$ cat src/rtl/sam_pkg.sv
`timescale 1ns / 1ps
// Shared types and constants for the stack allocator with marks.
// No dependencies; every other file imports this package.
package sam_pkg;

  // Parameter defaults
  localparam int unsigned PAGE_LOG2_DEF  = 12;
  localparam int unsigned ADDR_BITS_DEF  = 32;
  localparam int unsigned MARK_DEPTH_DEF = 16;

  // Field widths
  localparam int unsigned CMD_W          = 3;
  localparam int unsigned SIZE_W         = 32;
  localparam int unsigned ALIGN_W        = 4;
  localparam int unsigned ADDR_W         = 32;
  localparam int unsigned STATUS_W       = 3;
  localparam int unsigned COUNT_OUT_W    = 32;
  localparam int unsigned REGION_PAGES_W = 21;

  localparam logic [REGION_PAGES_W-1:0] REGION_PAGES_RST = 21'd256;

  // Mark slot: 8 bytes aligned to 8
  localparam logic [SIZE_W-1:0]  MARK_SLOT_BYTES      = 32'd8;
  localparam logic [ALIGN_W-1:0] MARK_SLOT_ALIGN_LOG2 = 4'd3;

  // Command codes
  localparam logic [CMD_W-1:0] CMD_ALLOC    = 3'd0;
  localparam logic [CMD_W-1:0] CMD_FREE_TO  = 3'd1;
  localparam logic [CMD_W-1:0] CMD_FREE_ALL = 3'd2;
  localparam logic [CMD_W-1:0] CMD_QUERY    = 3'd3;
  localparam logic [CMD_W-1:0] CMD_SAVE     = 3'd4;
  localparam logic [CMD_W-1:0] CMD_RESTORE  = 3'd5;

  // Status codes
  localparam logic [STATUS_W-1:0] ST_OK         = 3'd0;
  localparam logic [STATUS_W-1:0] ST_OVERRUN    = 3'd1;
  localparam logic [STATUS_W-1:0] ST_NOT_BELOW  = 3'd2;
  localparam logic [STATUS_W-1:0] ST_MARKS_FULL = 3'd3;
  localparam logic [STATUS_W-1:0] ST_NO_MARK    = 3'd4;
  localparam logic [STATUS_W-1:0] ST_ZERO_SIZE  = 3'd5;

  // Step strobes from the controller to the datapath
  typedef struct packed {
    logic capture;
    logic align;
    logic sum;
    logic check;
    logic update;
  } dp_ctrl_t;

endpackage

$ cat src/rtl/sam_in_if.sv
`timescale 1ns / 1ps
// Command channel: valid/ready handshake with the command payload.
// Depends on sam_pkg for the field widths.
interface sam_in_if import sam_pkg::*; ();
  logic                valid;
  logic                ready;
  logic [CMD_W-1:0]    command;
  logic [SIZE_W-1:0]   size_bytes;
  logic [ALIGN_W-1:0]  align_log2;
  logic [ADDR_W-1:0]   address;

  modport source (output valid, command, size_bytes, align_log2, address, input ready);
  modport sink   (input valid, command, size_bytes, align_log2, address, output ready);
endinterface

$ cat src/rtl/sam_out_if.sv
`timescale 1ns / 1ps
// Result channel: valid/ready handshake with the result payload.
// Depends on sam_pkg for the field widths.
interface sam_out_if import sam_pkg::*; ();
  logic                   valid;
  logic                   ready;
  logic [ADDR_W-1:0]      addr_out;
  logic [STATUS_W-1:0]    status;
  logic [COUNT_OUT_W-1:0] commit_change;
  logic [COUNT_OUT_W-1:0] committed_total;
  logic                   is_allocated;

  modport source (output valid, addr_out, status, commit_change, committed_total,
                  is_allocated, input ready);
  modport sink   (input valid, addr_out, status, commit_change, committed_total,
                  is_allocated, output ready);
endinterface

$ cat src/rtl/sam_ctrl.sv
`timescale 1ns / 1ps
// Controller: sequences one command through the datapath steps and owns
// the handshake flags. Depends on sam_pkg for the step strobe struct.
module sam_ctrl import sam_pkg::*; (
  input  logic     clk_i,
  input  logic     rst_ni,
  input  logic     in_valid_i,
  output logic     in_ready_o,
  output logic     out_valid_o,
  input  logic     out_ready_i,
  output dp_ctrl_t dp_ctrl_o
);

  localparam logic [2:0] S_IDLE   = 3'd0;
  localparam logic [2:0] S_ALIGN  = 3'd1;
  localparam logic [2:0] S_SUM    = 3'd2;
  localparam logic [2:0] S_CHECK  = 3'd3;
  localparam logic [2:0] S_UPDATE = 3'd4;

  logic [2:0] state_q, state_d;
  logic       out_valid_q, out_valid_d;
  logic       accept;
  logic       slot_free;
  logic       commit_step;

  assign in_ready_o  = (state_q == S_IDLE);
  assign out_valid_o = out_valid_q;
  assign accept      = in_valid_i && in_ready_o;
  // the result register is free when empty or being drained this cycle
  assign slot_free   = !out_valid_q || out_ready_i;
  assign commit_step = (state_q == S_UPDATE) && slot_free;

  // Advance the step sequence; hold in update until the result slot frees
  always_comb begin
    state_d = state_q;
    unique case (state_q)
      S_IDLE:   if (accept) state_d = S_ALIGN;
      S_ALIGN:  state_d = S_SUM;
      S_SUM:    state_d = S_CHECK;
      S_CHECK:  state_d = S_UPDATE;
      S_UPDATE: if (slot_free) state_d = S_IDLE;
      default:  state_d = S_IDLE;
    endcase
  end

  // Load the result flag on update, drop it once the transfer completes
  always_comb begin
    out_valid_d = out_valid_q;
    if (out_valid_q && out_ready_i) out_valid_d = 1'b0;
    if (commit_step) out_valid_d = 1'b1;
  end

  always_comb begin
    dp_ctrl_o.capture = accept;
    dp_ctrl_o.align   = (state_q == S_ALIGN);
    dp_ctrl_o.sum     = (state_q == S_SUM);
    dp_ctrl_o.check   = (state_q == S_CHECK);
    dp_ctrl_o.update  = commit_step;
  end

  always_ff @(posedge clk_i or negedge rst_ni) begin
    if (!rst_ni) begin
      state_q     <= S_IDLE;
      out_valid_q <= 1'b0;
    end else begin
      state_q     <= state_d;
      out_valid_q <= out_valid_d;
    end
  end

endmodule

$ cat src/rtl/sam_dp.sv
`timescale 1ns / 1ps
// Datapath: top pointer, commit watermark, mark stack memory, region limit
// and the result registers. Depends on sam_pkg; driven by sam_ctrl strobes.
module sam_dp import sam_pkg::*; #(
  parameter int unsigned PAGE_LOG2  = PAGE_LOG2_DEF,
  parameter int unsigned ADDR_BITS  = ADDR_BITS_DEF,
  parameter int unsigned MARK_DEPTH = MARK_DEPTH_DEF
) (
  input  logic                      clk_i,
  input  logic                      rst_ni,
  input  dp_ctrl_t                  dp_ctrl_i,
  input  logic                      cfg_we_i,
  input  logic [REGION_PAGES_W-1:0] cfg_wdata_i,
  input  logic [CMD_W-1:0]          command_i,
  input  logic [SIZE_W-1:0]         size_bytes_i,
  input  logic [ALIGN_W-1:0]        align_log2_i,
  input  logic [ADDR_W-1:0]         address_i,
  output logic [ADDR_W-1:0]         addr_out_o,
  output logic [STATUS_W-1:0]       status_o,
  output logic [COUNT_OUT_W-1:0]    commit_change_o,
  output logic [COUNT_OUT_W-1:0]    committed_total_o,
  output logic                      is_allocated_o
);

  // Widths: top and watermark reach the region end itself
  localparam int unsigned AW    = (ADDR_BITS > PAGE_LOG2) ? ADDR_BITS : PAGE_LOG2;
  localparam int unsigned TW    = AW + 1;
  localparam int unsigned CW    = ((TW > SIZE_W) ? TW : SIZE_W) + 1;
  localparam int unsigned LIMW  = ADDR_BITS + 1;
  localparam int unsigned LW    = REGION_PAGES_W + PAGE_LOG2;
  localparam int unsigned CAPW  = (LW > LIMW) ? LW : LIMW;
  localparam int unsigned CNTW  = $clog2(MARK_DEPTH + 1);
  localparam int unsigned IW    = (MARK_DEPTH > 1) ? $clog2(MARK_DEPTH) : 1;
  localparam logic [CNTW-1:0] DEPTH_CNT = CNTW'(MARK_DEPTH);

  // Region size in bytes, capped at the address space
  function automatic logic [LIMW-1:0] pages_to_limit(input logic [REGION_PAGES_W-1:0] pages);
    logic [CAPW-1:0] bytes;
    logic [CAPW-1:0] cap;
    bytes = CAPW'(pages) << PAGE_LOG2;
    cap   = CAPW'(1) << ADDR_BITS;
    return (bytes > cap) ? cap[LIMW-1:0] : bytes[LIMW-1:0];
  endfunction

  // Architectural state
  logic [LIMW-1:0] limit_q;
  logic [TW-1:0]   top_q, top_d;
  logic [TW-1:0]   commit_q, commit_d;
  logic [CNTW-1:0] count_q, count_d;
  logic [TW-1:0]   mark_mem [MARK_DEPTH];
  logic [TW-1:0]   mark_rd_q;

  // Captured command
  logic [CMD_W-1:0]   cmd_q;
  logic [SIZE_W-1:0]  size_q;
  logic [ALIGN_W-1:0] align_q;
  logic [ADDR_W-1:0]  addr_q;

  // Step results
  logic [CW-1:0] aligned_q;
  logic [CW-1:0] new_top_q;
  logic [CW-1:0] page_up_q;
  logic          fits_q;
  logic          grow_q;

  logic               is_save;
  logic [SIZE_W-1:0]  eff_size;
  logic [ALIGN_W-1:0] eff_align;
  logic [CW-1:0]      align_mask;
  logic [CW-1:0]      page_mask;
  logic [CNTW-1:0]    count_dec;
  logic [IW-1:0]      rd_idx;
  logic [IW-1:0]      wr_idx;

  logic [CW-1:0]       addr_d;
  logic [STATUS_W-1:0] status_d;
  logic [CW-1:0]       change_d;
  logic                alloc_d;
  logic                push;
  logic [CW-1:0]       commit_wide;

  assign is_save    = (cmd_q == CMD_SAVE);
  assign eff_size   = is_save ? MARK_SLOT_BYTES : size_q;
  assign eff_align  = is_save ? MARK_SLOT_ALIGN_LOG2 : align_q;
  assign align_mask = ~({CW{1'b1}} << eff_align);
  assign page_mask  = ~({CW{1'b1}} << PAGE_LOG2);
  assign count_dec  = count_q - CNTW'(1);
  assign rd_idx     = count_dec[IW-1:0];
  assign wr_idx     = count_q[IW-1:0];

  // Capture the command on transfer
  always_ff @(posedge clk_i) begin
    if (dp_ctrl_i.capture) begin
      cmd_q   <= command_i;
      size_q  <= size_bytes_i;
      align_q <= align_log2_i;
      addr_q  <= address_i;
    end
  end

  // Align, add size, then range and commit checks, one step per cycle
  always_ff @(posedge clk_i) begin
    if (dp_ctrl_i.align) begin
      aligned_q <= (CW'(top_q) + align_mask) & ~align_mask;
    end
    if (dp_ctrl_i.sum) begin
      new_top_q <= aligned_q + CW'(eff_size);
    end
    if (dp_ctrl_i.check) begin
      fits_q    <= (new_top_q <= CW'(limit_q));
      grow_q    <= (new_top_q > CW'(commit_q));
      page_up_q <= (new_top_q + page_mask) & ~page_mask;
    end
  end

  // Mark stack memory: read the newest entry, push on a good save
  always_ff @(posedge clk_i) begin
    if (dp_ctrl_i.align) begin
      mark_rd_q <= mark_mem[rd_idx];
    end
    if (dp_ctrl_i.update && push) begin
      mark_mem[wr_idx] <= aligned_q[TW-1:0];
    end
  end

  // Decide the command's effect on state and its result
  always_comb begin
    top_d    = top_q;
    commit_d = commit_q;
    count_d  = count_q;
    push     = 1'b0;
    addr_d   = '0;
    status_d = ST_OK;
    change_d = '0;
    alloc_d  = 1'b0;
    unique case (cmd_q) inside
      CMD_ALLOC, CMD_SAVE: begin
        if (cmd_q == CMD_ALLOC && size_q == '0) begin
          status_d = ST_ZERO_SIZE;
        end else if (cmd_q == CMD_SAVE && count_q >= DEPTH_CNT) begin
          status_d = ST_MARKS_FULL;
        end else if (!fits_q) begin
          status_d = ST_OVERRUN;
        end else begin
          top_d  = new_top_q[TW-1:0];
          addr_d = aligned_q;
          if (grow_q) begin
            commit_d = page_up_q[TW-1:0];
            change_d = page_up_q - CW'(commit_q);
          end
          if (cmd_q == CMD_SAVE) begin
            push    = 1'b1;
            count_d = count_q + CNTW'(1);
          end
        end
      end
      CMD_FREE_TO: begin
        if (CW'(addr_q) < CW'(top_q)) begin
          top_d = TW'(addr_q);
        end else begin
          status_d = ST_NOT_BELOW;
        end
      end
      CMD_FREE_ALL: begin
        change_d = CW'(commit_q);
        top_d    = '0;
        commit_d = '0;
        count_d  = '0;
      end
      CMD_QUERY: begin
        alloc_d = (CW'(addr_q) < CW'(top_q));
      end
      CMD_RESTORE: begin
        if (count_q == '0) begin
          status_d = ST_NO_MARK;
        end else begin
          count_d = count_dec;
          top_d   = mark_rd_q;
          addr_d  = CW'(mark_rd_q);
        end
      end
      default: begin
      end
    endcase
  end

  assign commit_wide = CW'(commit_d);

  // Control state: region limit, top, watermark, mark count
  always_ff @(posedge clk_i or negedge rst_ni) begin
    if (!rst_ni) begin
      limit_q  <= pages_to_limit(REGION_PAGES_RST);
      top_q    <= '0;
      commit_q <= '0;
      count_q  <= '0;
    end else begin
      if (cfg_we_i) limit_q <= pages_to_limit(cfg_wdata_i);
      if (dp_ctrl_i.update) begin
        top_q    <= top_d;
        commit_q <= commit_d;
        count_q  <= count_d;
      end
    end
  end

  // Result register
  always_ff @(posedge clk_i) begin
    if (dp_ctrl_i.update) begin
      addr_out_o        <= addr_d[ADDR_W-1:0];
      status_o          <= status_d;
      commit_change_o   <= change_d[COUNT_OUT_W-1:0];
      committed_total_o <= commit_wide[COUNT_OUT_W-1:0];
      is_allocated_o    <= alloc_d;
    end
  end

endmodule

$ cat src/rtl/stack_allocator_with_marks.sv
`timescale 1ns / 1ps
// Stack bump allocator with save/restore marks over a paged region; offsets
// are relative to the region start. Each command passes through the
// transfer cycle, then four datapath steps (align the top, add the size,
// region and commit-watermark checks with page rounding, state update). The
// steps split the add/compare chain on the top pointer. The result sits in
// an output register, so the next command is taken while the previous result
// waits; its update step holds until that result has been transferred.
// Writing cfg_we_i/cfg_wdata_i sets the region size in pages (reset 256);
// write it only while no command is in flight.
module stack_allocator_with_marks import sam_pkg::*; #(
  parameter int unsigned PAGE_LOG2  = PAGE_LOG2_DEF,
  parameter int unsigned ADDR_BITS  = ADDR_BITS_DEF,
  parameter int unsigned MARK_DEPTH = MARK_DEPTH_DEF
) (
  input  logic                      clk_i,
  input  logic                      rst_ni,
  sam_in_if.sink                    in_ch,
  sam_out_if.source                 out_ch,
  input  logic                      cfg_we_i,
  input  logic [REGION_PAGES_W-1:0] cfg_wdata_i
);

  dp_ctrl_t dp_ctrl;

  // Sequence the steps and drive the handshakes
  sam_ctrl u_ctrl (
    .clk_i       (clk_i),
    .rst_ni      (rst_ni),
    .in_valid_i  (in_ch.valid),
    .in_ready_o  (in_ch.ready),
    .out_valid_o (out_ch.valid),
    .out_ready_i (out_ch.ready),
    .dp_ctrl_o   (dp_ctrl)
  );

  // Hold allocator state and compute results
  sam_dp #(
    .PAGE_LOG2  (PAGE_LOG2),
    .ADDR_BITS  (ADDR_BITS),
    .MARK_DEPTH (MARK_DEPTH)
  ) u_dp (
    .clk_i             (clk_i),
    .rst_ni            (rst_ni),
    .dp_ctrl_i         (dp_ctrl),
    .cfg_we_i          (cfg_we_i),
    .cfg_wdata_i       (cfg_wdata_i),
    .command_i         (in_ch.command),
    .size_bytes_i      (in_ch.size_bytes),
    .align_log2_i      (in_ch.align_log2),
    .address_i         (in_ch.address),
    .addr_out_o        (out_ch.addr_out),
    .status_o          (out_ch.status),
    .commit_change_o   (out_ch.commit_change),
    .committed_total_o (out_ch.committed_total),
    .is_allocated_o    (out_ch.is_allocated)
  );

endmodule

$ cat src/flat_wrapper.sv
// flat-port wrapper written by rule: the top's interface ports become plain ports
module stack_allocator_with_marks_flat import sam_pkg::*;
#(
  parameter int unsigned PAGE_LOG2  = PAGE_LOG2_DEF,
  parameter int unsigned ADDR_BITS  = ADDR_BITS_DEF,
  parameter int unsigned MARK_DEPTH = MARK_DEPTH_DEF
)
  (clk_i, rst_ni, cfg_we_i, cfg_wdata_i, in_ch_valid, in_ch_command, in_ch_size_bytes, in_ch_align_log2, in_ch_address, in_ch_ready, out_ch_valid, out_ch_addr_out, out_ch_status, out_ch_commit_change, out_ch_committed_total, out_ch_is_allocated, out_ch_ready);
  sam_in_if in_ch_i ();
  sam_out_if out_ch_i ();
  input  logic clk_i;
  input  logic rst_ni;
  input  logic cfg_we_i;
  input  logic [REGION_PAGES_W-1:0] cfg_wdata_i;
  input wire logic [$bits(in_ch_i.valid)-1:0] in_ch_valid;
  input wire logic [$bits(in_ch_i.command)-1:0] in_ch_command;
  input wire logic [$bits(in_ch_i.size_bytes)-1:0] in_ch_size_bytes;
  input wire logic [$bits(in_ch_i.align_log2)-1:0] in_ch_align_log2;
  input wire logic [$bits(in_ch_i.address)-1:0] in_ch_address;
  output wire logic [$bits(in_ch_i.ready)-1:0] in_ch_ready;
  output wire logic [$bits(out_ch_i.valid)-1:0] out_ch_valid;
  output wire logic [$bits(out_ch_i.addr_out)-1:0] out_ch_addr_out;
  output wire logic [$bits(out_ch_i.status)-1:0] out_ch_status;
  output wire logic [$bits(out_ch_i.commit_change)-1:0] out_ch_commit_change;
  output wire logic [$bits(out_ch_i.committed_total)-1:0] out_ch_committed_total;
  output wire logic [$bits(out_ch_i.is_allocated)-1:0] out_ch_is_allocated;
  input wire logic [$bits(out_ch_i.ready)-1:0] out_ch_ready;
  assign in_ch_i.valid = in_ch_valid;
  assign in_ch_i.command = in_ch_command;
  assign in_ch_i.size_bytes = in_ch_size_bytes;
  assign in_ch_i.align_log2 = in_ch_align_log2;
  assign in_ch_i.address = in_ch_address;
  assign in_ch_ready = in_ch_i.ready;
  assign out_ch_valid = out_ch_i.valid;
  assign out_ch_addr_out = out_ch_i.addr_out;
  assign out_ch_status = out_ch_i.status;
  assign out_ch_commit_change = out_ch_i.commit_change;
  assign out_ch_committed_total = out_ch_i.committed_total;
  assign out_ch_is_allocated = out_ch_i.is_allocated;
  assign out_ch_i.ready = out_ch_ready;
  stack_allocator_with_marks #(.PAGE_LOG2(PAGE_LOG2), .ADDR_BITS(ADDR_BITS), .MARK_DEPTH(MARK_DEPTH)) u_core (.clk_i(clk_i), .rst_ni(rst_ni), .in_ch(in_ch_i), .out_ch(out_ch_i), .cfg_we_i(cfg_we_i), .cfg_wdata_i(cfg_wdata_i));
endmodule
$ cat config.mk
export PLATFORM = sky130hd
export DESIGN_NAME = stack_allocator_with_marks_flat
export DESIGN_NICKNAME = d
export VERILOG_FILES = /design/src/rtl/sam_pkg.sv /design/src/rtl/sam_in_if.sv /design/src/rtl/sam_out_if.sv /design/src/rtl/sam_ctrl.sv /design/src/rtl/sam_dp.sv /design/src/rtl/stack_allocator_with_marks.sv /design/src/flat_wrapper.sv
export SDC_FILE = /design/constraint.sdc
export NUM_CORES = 1
export LEC_CHECK = 0
export BUFFER_PORTS_ARGS = -buffer_cell sky130_fd_sc_hd__buf_2
export CORE_ASPECT_RATIO = 1.25
export CORE_UTILIZATION = 62
export DETAILED_ROUTE_END_ITERATION = 10
export PLACE_DENSITY = 0.76
export SLEW_MARGIN = 20
export SYNTH_ARGS = -nofsm -noshare
export SYNTH_HDL_FRONTEND = slang
export SYNTH_SLANG_ARGS = --single-unit
export TNS_END_PERCENT = 1
$ cat constraint.sdc
create_clock -name clk_i -period 8.5 [get_ports clk_i]
set_clock_uncertainty 0.15 [all_clocks]
set_input_delay 1.7 -clock clk_i [delete_from_list [all_inputs] [get_ports clk_i]]
set_output_delay 1.7 -clock clk_i [all_outputs]
set_load 0.1 [all_outputs]
==> run_results.csv <==
group,metric,value,unit
outcome,status,"finished clean",
final_layout,register_area,27100,um^2
worst_hold_path,hold_end,"u_core.u_dp.commit_q[32]",
final_layout,most-common-layout-cells,"edfxtp_1, buf_2, mux4_2",
critical_path,crit_fanout,41,
final_layout,drive_above_1_share,22.8,%
clock_tree,cts_buffers,88,
final_layout,layout.nets,3013,
placement,routabilityCongestion,0.943,
routing,drtIter0Drc,2623,
sta,slew_headroom,24.2,%
grt,grt_pass1_wl,151000,um
worst_hold_path,hold_class,"reg -> reg",
synth,async_flop_share,10.4,%
synth,syn-num-nets,2789,
synth,avgSynthCellArea,16.1,um^2
grt,grt_antenna_before_repair,1,
critical_path,crit_type,"reg -> reg",
floorplan,die_x,231,um
sta,min_period_over_period,54.8,%
power,p_per_area,377,nW/um^2
critical_path,rr_endpoint,"u_core.u_dp.aligned_q[30]",
synth,synth-seq-area-share,66.5,%
synth,synth-edff-count,823,
routing,drcViolationCount,0,
critical_path,rr_startpoint,"u_core.u_dp.cmd_q[2]",
final_layout,fin_util,71.0,%
routing,first_pass_iters,6,
final_layout,final_common_cell,"edfxtp_1",
floorplan,fp.coreArea,64700,um^2
grt,grtUsageTotal,30.9,%
floorplan,die_h,289,um
power,total_power,17.3,mW
routing,vias,24400,
synth,ys.flop_type,"edfxtp_1",
critical_path,required,8740,ps
floorplan,dieArea,66800,um^2
sta,fin_crit,4660,ps
clock_tree,clkSinkCount,919,
critical_path,crit_start,"u_core.u_dp.cmd_q[2]",
floorplan,rows,104,
synth,netlist_instances,2535,
final_layout,nFillCells,4026,
clock_tree,cts_htree_levels,3,
grt,grt-ovfl-total,0,
job,cap_violations,0,
routing,wl_per_cell,27.9,um
floorplan,pin_count,199,
synth,yosys_warnings,0,
clock_tree,cts_root_buffer,"clkbuf_16",
sta,setup_tns,0,ps
clock_tree,cts.clk_slew.worst_paths,60,ps
clock_tree,cts_resized,0,
sta,finalSetupViolCount,0,
clock_tree,clk_latency,640,ps
synth,ys_types,87,
critical_path,cp-end-kind,"flop",
sta,maxSlewViolCount,0,
placement,place.port_buffers,198,
clock_tree,clockBufferDepth,3,
grt,grt_pass1_vias,24400,
final_layout,area_growth,12.6,%
routing,routed_wl,103000,um
placement,place_hpwl,67400,um
synth,syn_area,40800,um^2
worst_hold_path,holdPathStages,2,
power,ir_drop,341,uV
critical_path,worst-r2r-cell-count,14,
critical_path,start_kind,"flop",
clock_tree,cts_tree,"yes",
final_layout,multiInputGateArea,13000,um^2
sta,final-hold-violation-count,0,
critical_path,worstPathArrival,4900,ps
routing,vias_per_cell,6.62,
clock_tree,cts_setup_buffers,0,
critical_path,r2r_setup_slack,3840,ps
routing,ant_nets,0,
sta,fmax,0.215,GHz
power,total_leakage_power,16.3,nW
synth,ys_ff_latch,919,
sta,rsz0062_at_grt,"false",
clock_tree,cts_hold_buf,0,
sta,hold_slack,353,ps
floorplan,start_util,63.1,%
grt,grt_max_degree,79,
worst_hold_path,hold_start,"u_core.u_dp.page_up_q[32]",
sta,tightest_slew,1130,ps
-- metal layers --
metal	share of wire [%]	wire (um)	GRT usage, %	vias to the layer above
li1	-	-	-	10500
met1	38	38800	40.6	12400
met2	51	51900	52.6	1287
met3	7.6	7780	3.84	221
met4	4.1	4240	12.8	0
met5	0	0	0	-
-- area by class of cell --
class | instances | area share (%)
flip-flops and latches | 919 | 59.1
clock inverters | 47 | 1.16
clock buffers | 117 | 5.19
diodes | 2 | 0.0109
multi-input cells | 1407 | 28.4
repair buffers | 232 | 2.98
well taps | 848 | 2.31
inverters | 111 | 0.913
-- critical path, stage by stage (launching register included) --
cell and delay [ps]:
edfxtp_1 330, buf_4 520, nand2b_1 250, nor2_1 490, nor2_1 150, ha_1 370
a211oi_1 330, o21ai_1 130, a31oi_1 340, o21ai_1 170, o31ai_1 460, a211o_1 350
nor2b_1 150, nand3_1 130, xnor2_1 80
-- sequential cells by signal, indices dropped and copies added (netlist names), 21 cells and up --
signal                         cells
u_core.u_dp.mark_mem             528
u_core.u_dp.aligned_q             34
u_core.u_dp.new_top_q             34
u_core.u_dp.commit_q              33
u_core.u_dp.mark_rd_q             33
u_core.u_dp.top_q                 33
u_core.u_dp.addr_out_o            32
u_core.u_dp.addr_q                32
u_core.u_dp.commit_change_o       32
u_core.u_dp.committed_total_o     32
u_core.u_dp.size_q                32
u_core.u_dp.limit_q               21
u_core.u_dp.page_up_q             21
-- kinds of logic (layout without fill, tap and decap cells) --
logic type                 count (synthesis)  count (layout)  share of synthesized area, %
DFF                                      919             919                          66.5
AOI/OAI and AO/OA                        470             470                          8.14
and+or+nand+nor                          466             466                          5.90
muxes                                    217             217                          10.5
buffers and inverters                    209             507                          1.98
adders and majority gates                157             157                          4.85
xor gates and xnor gates                  97              97                          2.08
other                                      0               2                             0
-- how the worst max path moves through the flow --
stage / slack (ps) / cells past startpoint / endpoint
5_1_grt: 3610 / 14 / u_core.u_dp.aligned_q[30]
3_5_place_dp: 3120 / 6 / u_core.u_dp.mark_mem[14][3]
6_report: 3840 / 14 / u_core.u_dp.aligned_q[30]
4_1_cts: 3610 / 6 / u_core.u_dp.mark_mem[13][3]
3_3_place_gp: 3310 / 6 / u_core.u_dp.mark_mem[14][4]
2_1_floorplan: 2330 / 2 / u_core.u_ctrl.state_q[1]
-- metrics by stage --
step / area [um^2] / std cells / worst slack, ps
2_1_floorplan: 40800 / 2535 / 2330
3_3_place_gp: 42800 / 3511 / 3310
3_5_place_dp: 42800 / 3511 / 3120
4_1_cts: 45700 / 3675 / 3610
5_1_grt: 45900 / 3681 / 3610
6_report: 45900 / 3683 / 3840
-- cell usage after synthesis, types with 4 or more instances --
| library cell | count | area share, % |
|---|---|---|
| a211oi_1 | 16 | 0.29 |
| o21ai_0 | 68 | 0.83 |
| mux4_2 | 165 | 9.1 |
| nor2b_1 | 13 | 0.20 |
| o21a_1 | 13 | 0.24 |
| and3_1 | 15 | 0.23 |
| mux2_2 | 51 | 1.4 |
| nand3_1 | 45 | 0.55 |
| o22ai_1 | 51 | 0.78 |
| o21ai_1 | 18 | 0.22 |
| edfxtp_1 | 823 | 61 |
| nor2_1 | 100 | 0.92 |
| or3_1 | 7 | 0.11 |
| xnor2_1 | 67 | 1.4 |
| nand4_1 | 27 | 0.41 |
| dfrtp_1 | 95 | 5.8 |
| clkbuf_1 | 71 | 0.65 |
| xor2_1 | 30 | 0.64 |
| a31oi_1 | 11 | 0.17 |
| ha_1 | 155 | 4.8 |
| inv_1 | 109 | 1.0 |
| a21o_1 | 66 | 1.2 |
| a211o_1 | 4 | 0.086 |
| o2bb2ai_1 | 33 | 0.71 |
| o21bai_1 | 7 | 0.13 |
| buf_2 | 15 | 0.18 |
| o31ai_2 | 11 | 0.34 |
| and2_1 | 39 | 0.60 |
| nand2b_1 | 22 | 0.34 |
| nor3_1 | 46 | 0.56 |
| nor4_1 | 20 | 0.31 |
| or2_2 | 4 | 0.061 |
| buf_1 | 11 | 0.10 |
| nand2_1 | 98 | 0.90 |
| nor3b_1 | 4 | 0.074 |
| o31ai_1 | 12 | 0.22 |
| and4_1 | 4 | 0.086 |
| a21oi_1 | 83 | 1.0 |
| a22o_1 | 34 | 0.73 |
-- where the power goes --
part / leakage [nW] / internal [mW] / total [mW] / switching (mW)
sequential: 8.72 / 6.15 / 7.16 / 1.01
combinational: 6.19 / 2.60 / 6.18 / 3.58
clock: 1.42 / 2.29 / 4.00 / 1.71
total: 16.3 / 11.0 / 17.3 / 6.30
No activity file was read; power rests on OpenSTA's default activity.
